**src/hw/rtl/plc_pkg.sv**
```systemverilog
`default_nettype none
// ----------------------------------------------------------------------------
// plc_pkg
// Shared widths, codes and controller/datapath command types.
// ----------------------------------------------------------------------------
package plc_pkg;

   localparam int BINS_DEFAULT = 64;

   localparam int ACT_W    = 3;
   localparam int PHASE_W  = 17;
   localparam int ERR_W    = 24;
   localparam int IDX_W    = 6;
   localparam int PROF_W   = 24;
   localparam int SUM_W    = 40;
   localparam int NUM_W    = 16;
   localparam int MEAN_W   = 24;
   localparam int RATE_W   = 16;
   localparam int SMOOTH_W = 16;
   localparam int NORM_W   = 23;
   localparam int ITER_W   = 32;
   localparam int SQRT_W   = 48;
   localparam int REQ_W    = 48;
   localparam int RSP_W    = 80;
   localparam int CSR_A_W  = 2;
   localparam int CSR_D_W  = 24;

   localparam logic [PHASE_W-1:0] PHASE_ONE = 17'h10000;
   localparam logic [NORM_W-1:0]  NORM_MAX  = 23'h7FFFFF;

   typedef logic [ACT_W-1:0] action_type;
   localparam action_type ACT_BEGIN   = 3'd0;
   localparam action_type ACT_SAMPLE  = 3'd1;
   localparam action_type ACT_DISCARD = 3'd2;
   localparam action_type ACT_END     = 3'd3;
   localparam action_type ACT_QUERY   = 3'd4;
   localparam action_type ACT_READ    = 3'd5;
   localparam action_type ACT_CLEAR   = 3'd6;

   typedef logic [CSR_A_W-1:0] csr_addr_type;
   localparam csr_addr_type CSR_RATE   = 2'd0;
   localparam csr_addr_type CSR_LOW    = 2'd1;
   localparam csr_addr_type CSR_HIGH   = 2'd2;
   localparam csr_addr_type CSR_SMOOTH = 2'd3;

   typedef enum logic [1:0] {
      RD_BIN  = 2'd0,
      RD_IDX  = 2'd1,
      RD_CNT  = 2'd2,
      RD_NEXT = 2'd3
   } rd_sel_type;

   typedef struct packed {
      logic       load_req;
      logic       cnt_clr;
      logic       cnt_inc;
      logic       rd_en;
      rd_sel_type rd_sel;
      logic       wr_wipe;
      logic       wr_zero;
      logic       wr_acc;
      logic       wr_upd;
      logic       wr_smooth;
      logic       div_start;
      logic       div_norm;
      logic       mean_load;
      logic       mul_load;
      logic       acc_clr;
      logic       sqrt_start;
      logic       norm_load;
      logic       sm_init;
      logic       sm_mul;
      logic       iter_inc;
      logic       rec_set;
      logic       rec_clr;
      logic       state_clr;
      logic       rsp_load;
   } plc_cmd_type;

   typedef struct packed {
      action_type act;
      logic       recording;
      logic       cnt_last;
      logic       num_zero;
      logic       obs_zero;
      logic       smooth_on;
      logic       div_busy;
      logic       div_done;
      logic       sqrt_done;
   } plc_sts_type;

endpackage
`default_nettype wire

```
**src/hw/rtl/plc_controller.sv**
```systemverilog
`default_nettype none
// ----------------------------------------------------------------------------
// plc_controller
// Sequencer for actions, bin sweeps and the end-of-iteration walk.
// ----------------------------------------------------------------------------
module plc_controller
   import plc_pkg::*;
(
   input  wire logic        clock,
   input  wire logic        reset,
   input  wire logic        req_tvalid,
   output logic             req_tready,
   output logic             rsp_tvalid,
   input  wire logic        rsp_tready,
   input  wire plc_sts_type sts,
   output plc_cmd_type      cmd
);
   typedef enum logic [20:0] {
      S_WIPE = 21'd1 << 0,
      S_IDLE = 21'd1 << 1,
      S_DISP = 21'd1 << 2,
      S_ZERO = 21'd1 << 3,
      S_SRD  = 21'd1 << 4,
      S_SWR  = 21'd1 << 5,
      S_QRD  = 21'd1 << 6,
      S_ERD  = 21'd1 << 7,
      S_ECHK = 21'd1 << 8,
      S_EDIV = 21'd1 << 9,
      S_EMUL = 21'd1 << 10,
      S_EUPD = 21'd1 << 11,
      S_NCHK = 21'd1 << 12,
      S_NDIV = 21'd1 << 13,
      S_NSQR = 21'd1 << 14,
      S_SCHK = 21'd1 << 15,
      S_MRD0 = 21'd1 << 16,
      S_MINI = 21'd1 << 17,
      S_MRD  = 21'd1 << 18,
      S_MMUL = 21'd1 << 19,
      S_MWR  = 21'd1 << 20
   } state_type;

   state_type state_ff, state_in;
   logic      owe_ff, owe_in;
   logic      rsp_valid_ff, rsp_valid_in;

   always_comb begin
      state_in     = state_ff;
      owe_in       = owe_ff;
      rsp_valid_in = rsp_valid_ff & ~rsp_tready;
      cmd          = '0;
      cmd.rd_sel   = RD_CNT;
      req_tready   = 1'b0;

      case (state_ff)
         S_WIPE: begin
            cmd.wr_wipe = 1'b1;
            if (sts.cnt_last) begin
               cmd.cnt_clr = 1'b1;
               state_in    = S_IDLE;
            end else begin
               cmd.cnt_inc = 1'b1;
            end
         end
         S_IDLE: begin
            if (owe_ff) begin
               if (!rsp_valid_ff || rsp_tready) begin
                  cmd.rsp_load = 1'b1;
                  rsp_valid_in = 1'b1;
                  owe_in       = 1'b0;
               end
            end else begin
               req_tready = 1'b1;
               if (req_tvalid) begin
                  cmd.load_req = 1'b1;
                  state_in     = S_DISP;
               end
            end
         end
         S_DISP: begin
            owe_in   = 1'b1;
            state_in = S_IDLE;
            case (sts.act)
               ACT_BEGIN: begin
                  cmd.rec_set = 1'b1;
                  cmd.cnt_clr = 1'b1;
                  state_in    = S_ZERO;
               end
               ACT_SAMPLE: begin
                  if (sts.recording) begin
                     state_in = S_SRD;
                  end
               end
               ACT_DISCARD: begin
                  cmd.rec_clr = 1'b1;
               end
               ACT_END: begin
                  if (sts.recording) begin
                     cmd.cnt_clr = 1'b1;
                     cmd.acc_clr = 1'b1;
                     state_in    = S_ERD;
                  end
               end
               ACT_QUERY, ACT_READ: begin
                  state_in = S_QRD;
               end
               ACT_CLEAR: begin
                  cmd.state_clr = 1'b1;
                  cmd.cnt_clr   = 1'b1;
                  state_in      = S_WIPE;
               end
               default: begin
               end
            endcase
         end
         S_ZERO: begin
            cmd.wr_zero = 1'b1;
            if (sts.cnt_last) begin
               cmd.cnt_clr = 1'b1;
               state_in    = S_IDLE;
            end else begin
               cmd.cnt_inc = 1'b1;
            end
         end
         S_SRD: begin
            cmd.rd_en  = 1'b1;
            cmd.rd_sel = RD_BIN;
            state_in   = S_SWR;
         end
         S_SWR: begin
            cmd.wr_acc = 1'b1;
            state_in   = S_IDLE;
         end
         S_QRD: begin
            cmd.rd_en  = 1'b1;
            cmd.rd_sel = (sts.act == ACT_QUERY) ? RD_BIN : RD_IDX;
            state_in   = S_IDLE;
         end
         S_ERD: begin
            cmd.rd_en = 1'b1;
            state_in  = S_ECHK;
         end
         S_ECHK: begin
            if (sts.num_zero) begin
               if (sts.cnt_last) begin
                  cmd.cnt_clr = 1'b1;
                  state_in    = S_NCHK;
               end else begin
                  cmd.cnt_inc = 1'b1;
                  state_in    = S_ERD;
               end
            end else begin
               cmd.div_start = 1'b1;
               state_in      = S_EDIV;
            end
         end
         S_EDIV: begin
            if (sts.div_done) begin
               cmd.mean_load = 1'b1;
               state_in      = S_EMUL;
            end
         end
         S_EMUL: begin
            cmd.mul_load = 1'b1;
            state_in     = S_EUPD;
         end
         S_EUPD: begin
            cmd.wr_upd = 1'b1;
            if (sts.cnt_last) begin
               cmd.cnt_clr = 1'b1;
               state_in    = S_NCHK;
            end else begin
               cmd.cnt_inc = 1'b1;
               state_in    = S_ERD;
            end
         end
         S_NCHK: begin
            if (sts.obs_zero) begin
               state_in = S_SCHK;
            end else begin
               cmd.div_start = 1'b1;
               cmd.div_norm  = 1'b1;
               state_in      = S_NDIV;
            end
         end
         S_NDIV: begin
            if (sts.div_done) begin
               cmd.sqrt_start = 1'b1;
               state_in       = S_NSQR;
            end
         end
         S_NSQR: begin
            if (sts.sqrt_done) begin
               cmd.norm_load = 1'b1;
               state_in      = S_SCHK;
            end
         end
         S_SCHK: begin
            if (sts.smooth_on) begin
               state_in = S_MRD0;
            end else begin
               cmd.iter_inc = 1'b1;
               cmd.rec_clr  = 1'b1;
               state_in     = S_IDLE;
            end
         end
         S_MRD0: begin
            cmd.rd_en = 1'b1;
            state_in  = S_MINI;
         end
         S_MINI: begin
            cmd.sm_init = 1'b1;
            state_in    = S_MRD;
         end
         S_MRD: begin
            cmd.rd_en  = 1'b1;
            cmd.rd_sel = RD_NEXT;
            state_in   = S_MMUL;
         end
         S_MMUL: begin
            cmd.sm_mul = 1'b1;
            state_in   = S_MWR;
         end
         S_MWR: begin
            cmd.wr_smooth = 1'b1;
            if (sts.cnt_last) begin
               cmd.cnt_clr  = 1'b1;
               cmd.iter_inc = 1'b1;
               cmd.rec_clr  = 1'b1;
               state_in     = S_IDLE;
            end else begin
               cmd.cnt_inc = 1'b1;
               state_in    = S_MRD;
            end
         end
         default: begin
            state_in = S_IDLE;
         end
      endcase
   end

   always_ff @(posedge clock) begin
      if (reset) begin
         state_ff     <= S_WIPE;
         owe_ff       <= 1'b0;
         rsp_valid_ff <= 1'b0;
      end else begin
         state_ff     <= state_in;
         owe_ff       <= owe_in;
         rsp_valid_ff <= rsp_valid_in;
      end
   end

   assign rsp_tvalid = rsp_valid_ff;

   a_div_idle: assert property (@(posedge clock) disable iff (reset)
      cmd.div_start |-> !sts.div_busy)
      else $error("divider started while busy");

   a_rsp_free: assert property (@(posedge clock) disable iff (reset)
      cmd.rsp_load |-> (!rsp_valid_ff || rsp_tready))
      else $error("result overwritten before taken");

   a_accept_disp: assert property (@(posedge clock) disable iff (reset)
      (req_tvalid && req_tready) |=> (state_ff == S_DISP))
      else $error("accepted beat not dispatched");

   a_div_wait: assert property (@(posedge clock) disable iff (reset)
      sts.div_done |-> (state_ff == S_EDIV || state_ff == S_NDIV))
      else $error("divider result not awaited");

endmodule
`default_nettype wire

```
**config.mk**
```make
export PLATFORM = sky130hd
export DESIGN_NAME = plc_controller
export DESIGN_NICKNAME = d
export VERILOG_FILES = /design/src/hw/rtl/plc_pkg.sv /design/src/hw/rtl/plc_controller.sv
export SDC_FILE = /design/constraint.sdc
export NUM_CORES = 1
export LEC_CHECK = 0
export BUFFER_PORTS_ARGS = -buffer_cell sky130_fd_sc_hd__clkbuf_2
export CORE_MARGIN = 2
export CORE_UTILIZATION = 40
export DETAILED_ROUTE_END_ITERATION = 16
export GPL_TIMING_DRIVEN = 0
export SKIP_CTS_REPAIR_TIMING = 1
export SYNTH_ARGS = -nofsm -noshare
export SYNTH_HDL_FRONTEND = slang
export SYNTH_SLANG_ARGS = --single-unit
```
**constraint.sdc**
```tcl
create_clock -name clock -period 4.4 [get_ports clock]
set_input_delay 0.22 -clock clock [delete_from_list [all_inputs] [get_ports clock]]
set_output_delay 0.22 -clock clock [all_outputs]
set_load 0.03 [all_outputs]
```
Word level (Yosys, flattened, before mapping)
Cells that the tools add are included.

Input bits: 15. Output and inout bits: 27. Logic and storage cells: 114. Bits in registers: 23.

Equal/unequal tests: 33. Mux-type cells: 66. Reduce and logical (&&, ||, !) cells: 10. Bitwise logic cells: 2.

Operators by type and width (number): 21-bit one-hot mux with 18 select lines (1); 21-bit 2-to-1 mux (6); 21-bit one-hot mux with 5 select lines (1); 1-bit 2-to-1 mux (41); 13-bit 2-to-1 mux (2); 21-bit by 1-bit equality test with 1-bit output, second input constant (1); 21-bit by 10-bit equality test with 1-bit output, second input constant (1); 21-bit by 11-bit equality test with 1-bit output, second input constant (1); 21-bit by 12-bit equality test with 1-bit output, second input constant (1); 21-bit by 13-bit equality test with 1-bit output, second input constant (1); 21-bit by 14-bit equality test with 1-bit output, second input constant (1); 21-bit by 15-bit equality test with 1-bit output, second input constant (1); 21-bit by 16-bit equality test with 1-bit output, second input constant (1); 21-bit by 17-bit equality test with 1-bit output, second input constant (1); 21-bit by 18-bit equality test with 1-bit output, second input constant (1); 21-bit by 19-bit equality test with 1-bit output, second input constant (1); 21-bit by 2-bit equality test with 1-bit output, second input constant (1); 21-bit by 20-bit equality test with 1-bit output, second input constant (1); 21-bit equality test, second input constant (1); 21-bit by 3-bit equality test with 1-bit output, second input constant (1); 21-bit by 4-bit equality test with 1-bit output, second input constant (1); 21-bit by 5-bit equality test with 1-bit output, second input constant (1); 21-bit by 6-bit equality test with 1-bit output, second input constant (1); 21-bit by 7-bit equality test with 1-bit output, second input constant (1); other kinds (26) (41).

Depth between registers and ports, before layout
Depth after elaboration: 5. Mapped depth: 8.

Least setup slack after synthesis
OpenSTA, ideal clock, no wires.

Path type: reg2reg. Start: register state_ff[14]. End: register state_ff[18]. Library setup time: 70 ps. Period minus slack after synthesis: 2795 ps. Arrival time: 2725 ps. Stages on the path, launching flop included: 8. Buffers on the path: 1. Setup slack: 1605 ps. Cell sequence: dfxtp_1 buf_2 or4_4 nor3_1 nand2_1 nor4b_1 a21oi_1 nor2_1.

Longest elaborated chain between the ends: 4. Elaborated cells between the ends (all ways): 28. Classes of those cells: eq/ne: 25; mux: 1; reduce/logical: 2.

Ends and longest elaborated chain: from (decl) (RTL line plc_controller.sv:42) `state_type state_ff, state_in;`; from (signal assigned) (RTL line plc_controller.sv:247) `state_ff <= state_in;`; 21-bit by 4-bit equality test with 1-bit output / 21-bit by 1-bit equality test with 1-bit output (equally long branches) (RTL line plc_controller.sv:54) `case (state_ff)`; 2-bit OR reduction (no line); 2-bit by 1-bit != test with 1-bit output (no line); 6-bit AND reduction (no line).

Parallel ways exist; a longest one is shown, timed or not. A chain may end at the register's enable or synchronous reset.

==> flow_summary.yaml <==
global_routing:
  grt_antenna_before_repair: 0
  grt_pass1_vias: 1433
  grt_pass1_wl_um: 6950
  grt.overflow.total: 0
  grt_max_degree: 13
  grt_use_total_pct: 20.3
sta:
  setup_viol: 0
  hold_viol_final: 0
  rsz0062_at_grt: "false"
  fin_skew_ns: 0.00290
  fin_ws_ns: 1.42
  fin_crit_sh_pct: 67.8
  slew_viol_final: 0
  finalSetupTns_ns: 0
  max_slew.worst_pin.slew_ns: 0.473
  fmax_mhz: 335
  period_needed_ns: 2.98
  slew_headroom_pct: 68.0
synthesis:
  yosys-top-cells-area: "dfxtp_1 29%, nor2_1 6.4%, nor4b_1 4.5%, nor4_1 4.4%, nand2_1 4.3%"
  yosysWarningCount: 0
  synth_top_cell_area_share_pct: 29.3
  ys_top_cells_by_count: "27 x nor2_1, 23 x dfxtp_1, 18 x nand2_1, 11 x nor3_1, 11 x nor4_1"
  syn_inst: 204
  synth_ff_type: "dfxtp_1"
  synth_top_area_cell: "dfxtp_1"
  avgSynthCellArea_um2: 7.71
  syn_area_um2: 1570
  synth_edf_count: 0
  syn-num-nets: 219
  ys_seq_area_share_pct: 29.3
  synth_cell_types: 50
  yosysMostFrequentCell: "nor2_1"
  ys_ff_latch: 23
  async_flop_share_pct: 0
placement:
  dpl.hpwl_um: 3200
  place.gp.congestion: 0.823
  port_buffers: 39
  place_ws_ns: 1.73
pwr:
  vdd_drop_max_mv: 0.184
  p_per_area_nw_per_um2: 234
  power.leakage_nw: 0.793
worst_setup_path:
  timing.rr.end: "state_ff[20]"
  path_cells: "clkbuf_1 -> or4_1 -> nor4_4 -> nand2_1 -> or4_1 -> o21ai_1 -> clkbuf_2"
  slowest_delay_ns: 0.64
  cp_num_cells: 7
  rr_worst_depth: 7
  reg2reg_from: "state_ff[6]"
  cp.buffers_inverters: 2
  cpMaxStageDelayCell: "or4_1"
  required_ns: 4.18
  crit_type: "reg2out"
  crit_top_cell: "or4_1"
  end_kind: "primary output"
  cp.arrival_ns: 2.76
  cp_max_fo: 9
  timing.reg2reg.setup_slack_ns: 1.81
  worstSetupStartpointType: "flop"
  critical_path.top_delay_family: "simple AND/OR/NAND/NOR gates"
layout:
  areaGrowthSynthToFinish_pct: 19.1
  register_area_um2: 460
  n_antenna_cell: 0
  nFillCells: 409
  multi_input_area_um2: 1030
  nNetsFinal: 263
  drive_gt1_share_pct: 24.3
  final_util_pct: 50.4
route:
  drc_errors: 0
  wire_per_inst_um: 13.8
  dr.pass1.iters: 4
  wl_um: 4080
  avgViaCountPerCell: 5.52
  drt_iter0_drc: 81
  vias: 1629
  final_antenna_net_count: 0
floorplan:
  dieArea_um2: 4450
  fp-row-count: 22
  dieHeight_um: 66.7
  ioPinCount: 42
  floorplan.initialDensity_pct: 42.3
  core_area_um2: 3720
  die_x_um: 66.7
cts:
  cts-htree-levels: 1
  clkTransAtPathRegs_ns: 0.08
  numCtsBuffers: 3
  clock_latency_ns: 0.27
  cts_sinks: 23
  cts.path.max_buffers: 2
  cts_tree: "done"
  clock-root-buffer: "clkbuf_8"
hold_path:
  hold_path.class: "in2reg"
  holdPathEnd: "state_ff[16]"
  min_from: "sts[3]"
  whs_path_depth: 3
run_status:
  status: "completed"
job:
  max-cap-violations: 0
-- per-layer routing --
metal / track usage, % / vias up / part of all wire [%]
met5: 0 / - / 0
met4: 4.59 / 0 / 0.93
met3: 4.05 / 5 / 5.2
met2: 31.5 / 37 / 45
met1: 28.9 / 753 / 49
li1: - / 834 / -
-- report_power, final --
group          switching, W  leakage, nW   total, W  internal (W)
sequential       0.00000425        0.186   0.000215      0.000211
clock             0.0000710       0.0228   0.000136     0.0000648
combinational     0.0000558        0.585  0.0000871     0.0000313
-- cell usage in the layout (no fill, tap or decap), types with 2 or more instances in the layout --
cell      count
nand3b_1      2
nand2b_1      5
a21oi_1       8
nor4_4        2
o21ai_0       6
clkbuf_8      3
or4_4         2
xnor2_1       2
a21o_1        2
buf_2         3
clkbuf_2     39
and4_1        2
nor2_1       27
nor3_1       11
nor4_1       11
inv_1         7
nor4b_1       8
nand4_1       4
dfxtp_1      23
nand3_1       9
or4_1         3
nor2b_1       8
mux2i_1       2
clkbuf_1      7
or2_2         3
nand2_1      18
xor2_1        5
-- kinds of logic (layout without fill, tap and decap cells) --
kind of cell	after synthesis	count (layout)	share of synthesized area [%]
mux	2	2	1.27
compound gates	29	29	13.8
buf+inv	18	61	5.01
flops	23	23	29.3
xor+xnor	7	7	3.90
simple gates	125	125	46.7
-- worst max path at each step --
stage	from	end	slack [ns]
floorplan	state_ff[14]	state_ff[18]	1.61
global placement	state_ff[14]	cmd[23]	1.73
detailed placement	state_ff[14]	cmd[23]	1.73
CTS	state_ff[14]	cmd[23]	1.42
global route	state_ff[10]	cmd[19]	1.23
finish	state_ff[10]	cmd[19]	1.42
-- registers in the layout, indices dropped and copies added, names as in the netlist --
name	count
rsp_tvalid	1
state_ff	21
owe_ff	1
-- final cells by class --
class | count | area share, %
repair buffers | 39 | 10.4
clock buffers | 4 | 2.40
plain buffers | 11 | 2.81
inverters | 7 | 1.40
well taps | 48 | 3.21
flip-flops and latches | 23 | 24.6
multi-input cells | 163 | 55.2
-- stage by stage --
step | hold slack, ns | instance area, µm² | std cells | power, W
2_1_floorplan | 0.296 | 1570 | 204 | 0.000281
3_3_place_gp | 0.450 | 1830 | 291 | 0.000308
3_5_place_dp | 0.462 | 1830 | 291 | 0.000307
4_1_cts | 0.166 | 1870 | 295 | 0.000442
5_1_grt | 0.180 | 1870 | 295 | 0.000465
6_report | 0.168 | 1870 | 295 | 0.000438
-- worst reg2reg max path: stages, from the launching register on --
cell      delay (ns)
dfxtp_1         0.38
or4_4           0.58
nor3_1          0.43
nand4_1         0.30
o221ai_4        0.35
or2_2           0.22
buf_6           0.16
nor4_1          0.06
Power figures use the tool's default switching activity.
